File: config.mk
export PLATFORM = sky130hd
export DESIGN_NAME = ssa_ctrl
export DESIGN_NICKNAME = d
export VERILOG_FILES = /design/src/rtl/core/subscription_slot_admission_macros.svh /design/src/rtl/core/ssa_pkg.sv /design/src/rtl/core/ssa_ctrl.sv
export SDC_FILE = /design/constraint.sdc
export NUM_CORES = 1
export LEC_CHECK = 0
export BUFFER_PORTS_ARGS = -buffer_cell sky130_fd_sc_hd__buf_2
export CAP_MARGIN = 5
export CORE_AREA = 5 5 42 44
export CTS_CLUSTER_DIAMETER = 40
export DETAILED_ROUTE_END_ITERATION = 16
export DIE_AREA = 0 0 47 49
export GPL_TIMING_DRIVEN = 1
export MAX_ROUTING_LAYER = met4
export SYNTH_ARGS = -nofsm -noshare
export SYNTH_HDL_FRONTEND = slang
export SYNTH_SLANG_ARGS = --single-unit
File: constraint.sdc
create_clock -name clk -period 1.75 [get_ports clk]
set_input_delay 0.2625 -clock clk [delete_from_list [all_inputs] [get_ports clk]]
set_output_delay 0.2625 -clock clk [all_outputs]
set_load 0.1 [all_outputs]
File: src/rtl/core/subscription_slot_admission_macros.svh
`ifndef SUBSCRIPTION_SLOT_ADMISSION_MACROS_SVH
`define SUBSCRIPTION_SLOT_ADMISSION_MACROS_SVH

// Same-cycle implication, sampled on clk, off while rst_n is low.
`define SSA_ASSERT_NOW(label, ante, cons) \
    label: assert property (@(posedge clk) disable iff (!rst_n) (ante) |-> (cons)) \
        else $error("ssa assertion failed");

// Next-cycle implication, sampled on clk, off while rst_n is low.
`define SSA_ASSERT_NEXT(label, ante, cons) \
    label: assert property (@(posedge clk) disable iff (!rst_n) (ante) |=> (cons)) \
        else $error("ssa assertion failed");

`endif

File: src/rtl/core/ssa_pkg.sv
package ssa_pkg;

    localparam int ACTIVE_SLOTS_DEF  = 8;
    localparam int BACKLOG_DEPTH_DEF = 64;

    localparam int ID_W      = 31;
    localparam int MODE_W    = 2;
    localparam int KIND_W    = 3;
    localparam int ACT_CNT_W = 4;
    localparam int BL_CNT_W  = 7;

    typedef enum logic [MODE_W-1:0] {
        MODE_SUBMIT = 2'd0,
        MODE_CANCEL = 2'd1,
        MODE_QUERY  = 2'd2,
        MODE_RETRY  = 2'd3
    } mode_t;

    typedef enum logic [KIND_W-1:0] {
        KIND_ISSUED     = 3'd0,
        KIND_QUEUED     = 3'd1,
        KIND_DROPPED    = 3'd2,
        KIND_CANCELLED  = 3'd3,
        KIND_NOT_FOUND  = 3'd4,
        KIND_QUERY      = 3'd5,
        KIND_NO_PROMOTE = 3'd6
    } kind_t;

    // Controller to datapath
    typedef struct packed {
        logic take;     // latch request, read backlog head
        logic lookup;   // compare id against active slots
        logic apply;    // update state, load first result
        logic emit2;    // load promoted-id result
    } ssa_cmd_t;

    // Datapath to controller
    typedef struct packed {
        logic out_free;
        logic two_results;
    } ssa_sts_t;

endpackage

File: src/rtl/core/ssa_ctrl.sv
module ssa_ctrl import ssa_pkg::*; (
    input  logic     clk,
    input  logic     rst_n,
    input  logic     in_valid,
    output logic     in_ready,
    input  ssa_sts_t sts,
    output ssa_cmd_t cmd
);

    typedef enum logic [3:0] {
        ST_IDLE   = 4'b0001,
        ST_LOOKUP = 4'b0010,
        ST_APPLY  = 4'b0100,
        ST_EMIT2  = 4'b1000
    } state_t;

    state_t state_reg, state_next;

    always_comb
    begin
        state_next = state_reg;
        cmd        = '0;
        in_ready   = 1'b0;
        unique case (state_reg)
            ST_IDLE:
            begin
                in_ready = 1'b1;
                if (in_valid)
                begin
                    cmd.take   = 1'b1;
                    state_next = ST_LOOKUP;
                end
            end
            ST_LOOKUP:
            begin
                cmd.lookup = 1'b1;
                state_next = ST_APPLY;
            end
            ST_APPLY:
            begin
                // hold until the result register can take the result
                if (sts.out_free)
                begin
                    cmd.apply  = 1'b1;
                    state_next = sts.two_results ? ST_EMIT2 : ST_IDLE;
                end
            end
            ST_EMIT2:
            begin
                if (sts.out_free)
                begin
                    cmd.emit2  = 1'b1;
                    state_next = ST_IDLE;
                end
            end
            default:
            begin
                state_next = ST_IDLE;
            end
        endcase
    end

    always_ff @(posedge clk or negedge rst_n)
    begin
        if (!rst_n)
        begin
            state_reg <= ST_IDLE;
        end
        else
        begin
            state_reg <= state_next;
        end
    end

endmodule

== Yosys cells after proc, flatten, opt, wreduce, memory -nomap -nowiden ==
Cells that the tools add are included.
Storage, ports and cells
  memories: 0
  bits in latches: 0
  ROM bits: 0
  register bits: 4
  output and inout bits: 5
  bits in writable memories: 0
Cells by class
  multiply operators: 0
  reduce and logical (&&, ||, !) cells: 1
  $add $sub $neg: 0
  mux-type cells: 12
  bitwise logic cells: 0
  divide/modulo/power cells: 0
  shift-type cells: 0
  magnitude comparators: 0
  equal/unequal tests: 7
Operator list (number)
  two-way mux 4 bit: 4
  case mux 4 bit (4 select lines): 1
  two-way mux 1 bit: 7
  != test 2 bit, second input constant: 3
  equality test 4 x 1 -> 1 bit, second input constant: 1
  equality test 4 x 2 -> 1 bit, second input constant: 1
  equality test 4 x 3 -> 1 bit, second input constant: 1
  equality test 4 bit, second input constant: 1
  AND reduction 3 bit: 1

== Logic depth before layout (Yosys ltp) ==
Gate-level depths: netlist of run 1.
  word-level depth: 3
  mapped depth: 3
  gate-level depth less buffers: 3

== Worst setup path before layout of run 1 ==
No wires, ideal clock.
  path kind: reg-to-reg
  start: register state_reg[3]
  end: register state_reg[0]
  library setup time: 0.251 ns
  data arrival time: 3.654 ns
  path slack: -2.155 ns
  path buffers: 0
  stages on the path, launching flop included: 3
  data required time: 1.499 ns
  clock period less this slack: 3.905 ns
  cell sequence: dfrtp_1 nor4b_1 a211oi_1
On the way
  word-level cells in the longest chain between the ends: 3
  elaborated cells between the ends (all ways): 9
Ends and longest elaborated chain
  start: declaration: RTL line ssa_ctrl.sv:17  | state_t state_reg, state_next;
  start signal: assignment: RTL line ssa_ctrl.sv:71  | state_reg <= state_next;
  equality test 4 x 3 -> 1 bit, or another cell as far along: RTL line ssa_ctrl.sv:24  | unique case (state_reg)
  != test 2 bit (no source line)
  AND reduction 3 bit (no source line)
Several ways; a longest one is shown, not always the timed one.
A chain may end at the register's enable or synchronous reset.

==> impl_metrics.json, run 1 <==
{
  "cts_tree": "done",
  "p_switching_mw": 0.413,
  "p_leak_nw": 0.181,
  "syn-num-nets": 29,
  "endpoint_kind": "output port",
  "seqPwrFrac_pct": 20.8,
  "dp_slack_ps": 322,
  "track_usage_pct": 6.45,
  "netlist_area_um2": 233,
  "grt_setup_unrepaired": "no",
  "clock_skew_ps": 11.8,
  "r2r-end": "state_reg[0]$_DFFE_PN1P_",
  "die_w_um": 47,
  "setup.worst_path.start_class": "flop",
  "num_vias": 236,
  "cp_cell_sequence": "nor4b_4 > and2_4 > buf_12",
  "first_pass_iters": 2,
  "synth-async-reset-ratio_pct": 100,
  "clock_path_buffers": 2,
  "crit_path_top_delay_cell": "dfstp_2",
  "yosys_warnings": 0,
  "drc": 0,
  "r2r_cells": 3,
  "setup_ws_ps": 84.5,
  "fin_area_um2": 452,
  "area_growth_pct": 94.1,
  "arrival_ps": 1400,
  "p_sw_share_pct": 48.7,
  "stdcell_count": 55,
  "crit_required_ps": 1490,
  "dieArea_um2": 2300,
  "synth.avg_cell_area_um2": 9.70,
  "numPortBuffers": 9,
  "core_um2": 1400,
  "h-tree-depth": 1,
  "crit_type": "flop to output port",
  "synth-seq-area-share_pct": 43.5,
  "grt_pass1_wl_mm": 1.04,
  "wl_per_cell_um": 10.4,
  "period_share_pct": 95.2,
  "vias_per_cell": 4.29,
  "critPathMaxFanout": 4,
  "worstPathBufferInverterCount": 1,
  "outcome": "finished clean",
  "place_congestion": 0.753,
  "place_inst": 50,
  "hold_path.class": "input port to flop",
  "cp.depth": 3,
  "r2r-start": "state_reg[2]$_DFFE_PN0P_",
  "slowest_delay_ps": 580,
  "ant_nets": 0,
  "worst_slew_pin_slew_ps": 329,
  "drv_cap": 0,
  "std_cell_rows": 14,
  "largest_reg_flops": 4,
  "hold_violations": 0,
  "synth_edf_count": 0,
  "cts-root-buf": "clkbuf_4",
  "post_cts_buffers": 0,
  "grt_pass1_vias": 259,
  "antenna_cells": 0,
  "cts_made_buffers": 3,
  "peakVddDrop_v": 0.000972,
  "drt_iter0_markers": 2,
  "power.density_nw_per_um2": 1880,
  "ys.flop_type": "dfrtp_1",
  "p_clk_share_pct": 14.8,
  "nets": 45,
  "crit_start": "state_reg[0]$_DFFE_PN1P_",
  "grt_start_max_net_pins": 7,
  "clk_pin_slew_ps": 40,
  "antenna_found_initial": 0,
  "clock-sinks": 4,
  "internal_power_mw": 0.435,
  "initial_core_util_pct": 16.6,
  "hold_ws_ps": 252,
  "combPwrFrac_pct": 64.4,
  "fill_cells": 166,
  "endpoint": "cmd[3]",
  "grt-ovfl-total": 0,
  "fmax_mhz": 600,
  "finalSetupViolCount": 0,
  "synth_seq_cells": 4,
  "finalWirelength_um": 573,
  "ys_types": 16,
  "ios": 10,
  "dp_hpwl_um": 477,
  "fp.dieH_um": 49,
  "slew_viol_final": 0,
  "tns_ps": 0,
  "layout_min_cycle_time_ps": 1670,
  "reg2reg_slack_ps": 570,
  "placed_cell_area_um2": 413,
  "drive_above_1_share_pct": 51.3,
  "worstSkewPairLatency_ps": 240,
  "slew_headroom_pct": 78.0,
  "path_delay_family": "flip-flops",
  "syn_inst": 24
}
[power by group through the flow]
| stage | Combinational, mW | Clock [mW] | Sequential, mW |
|---|---|---|---|
| 2_1_floorplan | 0.358 | 0 | 0.165 |
| 3_3_place_gp | 0.542 | 0 | 0.172 |
| 3_5_place_dp | 0.545 | 0 | 0.175 |
| 4_1_cts | 0.552 | 0.132 | 0.173 |
| 5_1_grt | 0.570 | 0.137 | 0.184 |
| 6_report | 0.546 | 0.125 | 0.177 |
[cells in the mapped netlist (2+ instances only)]
| library cell | n | area, um2 |
|---|---|---|
| o22ai_1 | 2 | 12.5 |
| and2_1 | 3 | 18.8 |
| nor2_1 | 3 | 11.3 |
| dfrtp_1 | 3 | 75.1 |
| nand2_1 | 2 | 7.51 |
[through the flow]
stage | total power [mW] | util [%]
after detailed placement | 0.721 | 29.5
after global placement | 0.714 | 29.5
after CTS | 0.857 | 32.1
after floorplan | 0.523 | -
final | 0.848 | 32.2
after global routing | 0.891 | 32.2
[metal layers]
layer  routed length [um]  part of all wire, %  vias up  track usage (%)
met5                    0                    0        -                -
met4                    0                    0        0             4.15
met3                   37                  6.5        0             2.95
met2                  333                   58        5             9.50
met1                  202                   35      116             6.67
li1                     -                    -      115                -
[repair_timing]
item / in CTS / in global routing
hold buffers: 1 / 0
endpoints found under the hold margin: 3 / 0
setup endpoints to repair: 0 / 2
gates resized for setup: 0 / 1
[area by class of cell]
cell class | instances | area (um2) | share of cell area [%]
inverter | 1 | 3.75 | 0.831
sequential | 4 | 101 | 22.4
timing repair buffer | 11 | 138 | 30.5
clock buffer | 4 | 26.3 | 5.82
tap | 16 | 20.0 | 4.43
multi-input combinational | 19 | 163 | 36.0
[worst register-to-register path: cells and delay by family, from the launching register on]
family           cells  cell delay [ps]
AO/OA/AOI/OAI        2              350
flip-flops           1              480
AND/OR/NAND/NOR      1              240
[kinds of logic (layout without fill, tap and decap cells)]
| logic type | after synthesis | in the layout | synth area share (%) |
|---|---|---|---|
| flip-flops | 4 | 4 | 43.5 |
| AND/OR/NAND/NOR | 15 | 15 | 44.1 |
| AO/OA/AOI/OAI | 4 | 4 | 10.8 |
| buffers and inverters | 1 | 16 | 1.61 |
[placed cells by master (no fill, tap or decap)]
cell / n
and2_1: 2
dlygate4sd3_1: 1
dfstp_2: 1
buf_4: 1
inv_1: 1
nor2b_1: 1
dfrtp_1: 3
nor3b_1: 1
nor2_4: 2
nand2_1: 2
buf_2: 4
buf_12: 5
o22ai_1: 2
nor4b_4: 2
or2b_1: 1
nor2_2: 1
nor3_1: 1
nand2b_1: 1
a21oi_1: 1
clkbuf_1: 1
clkbuf_4: 3
a211oi_1: 1
and2_4: 1
[worst min-delay path by stage]
stage,from,to,cells after the start
2_1_floorplan,rst_n,state_reg[1]$_DFFE_PN0P_,0
3_3_place_gp,rst_n,state_reg[2]$_DFFE_PN0P_,1
3_5_place_dp,rst_n,state_reg[1]$_DFFE_PN0P_,1
4_1_cts,in_valid,state_reg[1]$_DFFE_PN0P_,2
5_1_grt,in_valid,state_reg[1]$_DFFE_PN0P_,2
6_report,in_valid,state_reg[1]$_DFFE_PN0P_,2
Power figures use the tool's default switching activity.
==> run 2, diff against run 1 <==
- CAP_MARGIN: 5 -> 20
- CELL_PAD_IN_SITES_DETAIL_PLACEMENT: unset -> 0
- CELL_PAD_IN_SITES_GLOBAL_PLACEMENT: unset -> 1
- MAX_ROUTING_LAYER: met4 -> unset
- PLACE_DENSITY_LB_ADDON: unset -> 0.1
==> run 2 against run 1 <==
  * Non-clock buffer count did not move
  * Clock skew grew 1.9 ps
  * Maximum frequency down 0.15%
  * Final area unchanged
  * Global-route usage increased by 1.4 points
  * Die area is the same
  * Total power increased by 0.18%
  * Hold slack improved by 11 ps
  * Register-to-register slack lost 20 ps
  * First-iteration DRC count did not move
==> impl_metrics.json, run 2 (synthesis gave the netlist of run 1 again) <==
{
  "hold_violations": 0,
  "slew_viol_final": 0,
  "clk_pin_slew_ps": 30,
  "reg2reg_slack_ps": 550,
  "grt_start_max_net_pins": 7,
  "finalWirelength_um": 652,
  "dieArea_um2": 2300,
  "min_path_cells": 2,
  "grt_pass1_wl_mm": 1.20,
  "grt-ovfl-total": 0,
  "fill_cells": 156,
  "hold_path.class": "input port to flop",
  "post_cts_buffers": 0,
  "r2r_cells": 3,
  "power.density_nw_per_um2": 1880,
  "p_leak_nw": 0.181,
  "layout_commonest_cell": "buf_12",
  "first_pass_iters": 2,
  "area_growth_pct": 94.1,
  "slew_headroom_pct": 79.2,
  "fp.dieH_um": 49,
  "core_um2": 1400,
  "hold_ws_ps": 263,
  "cts-root-buf": "clkbuf_4",
  "arrival_ps": 1410,
  "clock_skew_ps": 13.7,
  "grt_setup_unrepaired": "no",
  "vias_per_cell": 4.27,
  "cts_tree": "done",
  "drc": 0,
  "mostFrequentLayoutCells": "buf_12, buf_2, clkbuf_4, dfrtp_1",
  "final-seq-area_um2": 101,
  "drive_above_1_share_pct": 51.3,
  "nets": 45,
  "clock-sinks": 4,
  "largest_reg_flops": 4,
  "finalSetupViolCount": 0,
  "drv_cap": 0,
  "fmax_mhz": 600,
  "clock_path_buffers": 2,
  "peakVddDrop_v": 0.00140,
  "placed_cell_area_um2": 413,
  "crit_required_ps": 1490,
  "initial_core_util_pct": 16.6,
  "crit_type": "flop to output port",
  "track_usage_pct": 7.83,
  "h-tree-depth": 1,
  "dp_hpwl_um": 528,
  "worstSkewPairLatency_ps": 240,
  "wl_per_cell_um": 11.9,
  "die_w_um": 47,
  "std_cell_rows": 14,
  "cts_made_buffers": 3,
  "drt_iter0_markers": 2,
  "period_share_pct": 95.3,
  "ant_nets": 0,
  "critPathMaxFanout": 4,
  "grt_pass1_vias": 260,
  "fin_area_um2": 452,
  "worst_slew_pin_slew_ps": 311,
  "numPortBuffers": 9,
  "ios": 10,
  "multi_input_area_um2": 163,
  "antenna_cells": 0,
  "antenna_found_initial": 0,
  "outcome": "finished clean",
  "place_congestion": 0.737,
  "layout_min_cycle_time_ps": 1670,
  "setup.worst_path.start_class": "flop",
  "num_vias": 235,
  "endpoint_kind": "output port"
}
run 2: path summary, 6_finish.rpt:
kind / start / to
worst max register to register: state_reg[2]$_DFFE_PN0P_ / state_reg[0]$_DFFE_PN1P_
max in group asynchronous: rst_n / state_reg[0]$_DFFE_PN1P_
worst min register to register: state_reg[0]$_DFFE_PN1P_ / state_reg[0]$_DFFE_PN1P_
min in group asynchronous: rst_n / state_reg[3]$_DFFE_PN0P_
worst min-delay path: in_valid / state_reg[1]$_DFFE_PN0P_
worst max-delay path: state_reg[0]$_DFFE_PN1P_ / cmd[3]
run 2: layout make-up:
| cell class | instances | share of cell area [%] |
|---|---|---|
| well taps | 16 | 4.43 |
| flip-flops and latches | 4 | 22.4 |
| repair buffers | 11 | 30.5 |
| clock buffers | 4 | 5.82 |
| inverters | 1 | 0.831 |
| multi-input cells | 19 | 36.0 |
run 2: power breakdown:
| group | total [mW] | internal [mW] | switching (mW) | leakage [nW] |
|---|---|---|---|---|
| registers | 0.177 | 0.126 | 0.0511 | 0.0511 |
| clock network | 0.129 | 0.0858 | 0.0429 | 0.0150 |
| logic | 0.543 | 0.224 | 0.320 | 0.115 |
run 2: per-layer routing:
| layer | vias to the layer above | share of wire, % | GRT usage (%) | routed length [um] |
|---|---|---|---|---|
| met3 | 2 | 4.6 | 4.43 | 30 |
| li1 | 115 | - | - | - |
| met1 | 111 | 42 | 9.07 | 275 |
| met4 | 0 | 2.9 | 6.91 | 19 |
| met2 | 7 | 50 | 9.73 | 327 |
| met5 | - | 0 | 0 | 0 |
run 2: critical path, cell delays in order (launching register included):
cell and delay [ps]:
dfstp_2 580, nor4b_4 230, and2_4 200, buf_12 170
run 2: timing repair:
action                                  4_1_cts  5_1_grt
resized for setup                             0        1
endpoints found under the setup margin        0        2
endpoints found under the hold margin         3        0
hold buffers                                  1        0
run 2: stage by stage:
stage	power, mW	utilization, %	setup slack [ps]	std cells	TNS [ps]
3_5_place_dp	0.721	29.5	317	50	0
5_1_grt	0.900	32.2	4.64	55	0
6_report	0.849	32.2	82.0	55	0
2_1_floorplan	0.523	-	-652	24	-1680
4_1_cts	0.857	32.1	59.1	55	0
3_3_place_gp	0.721	29.5	315	50	0
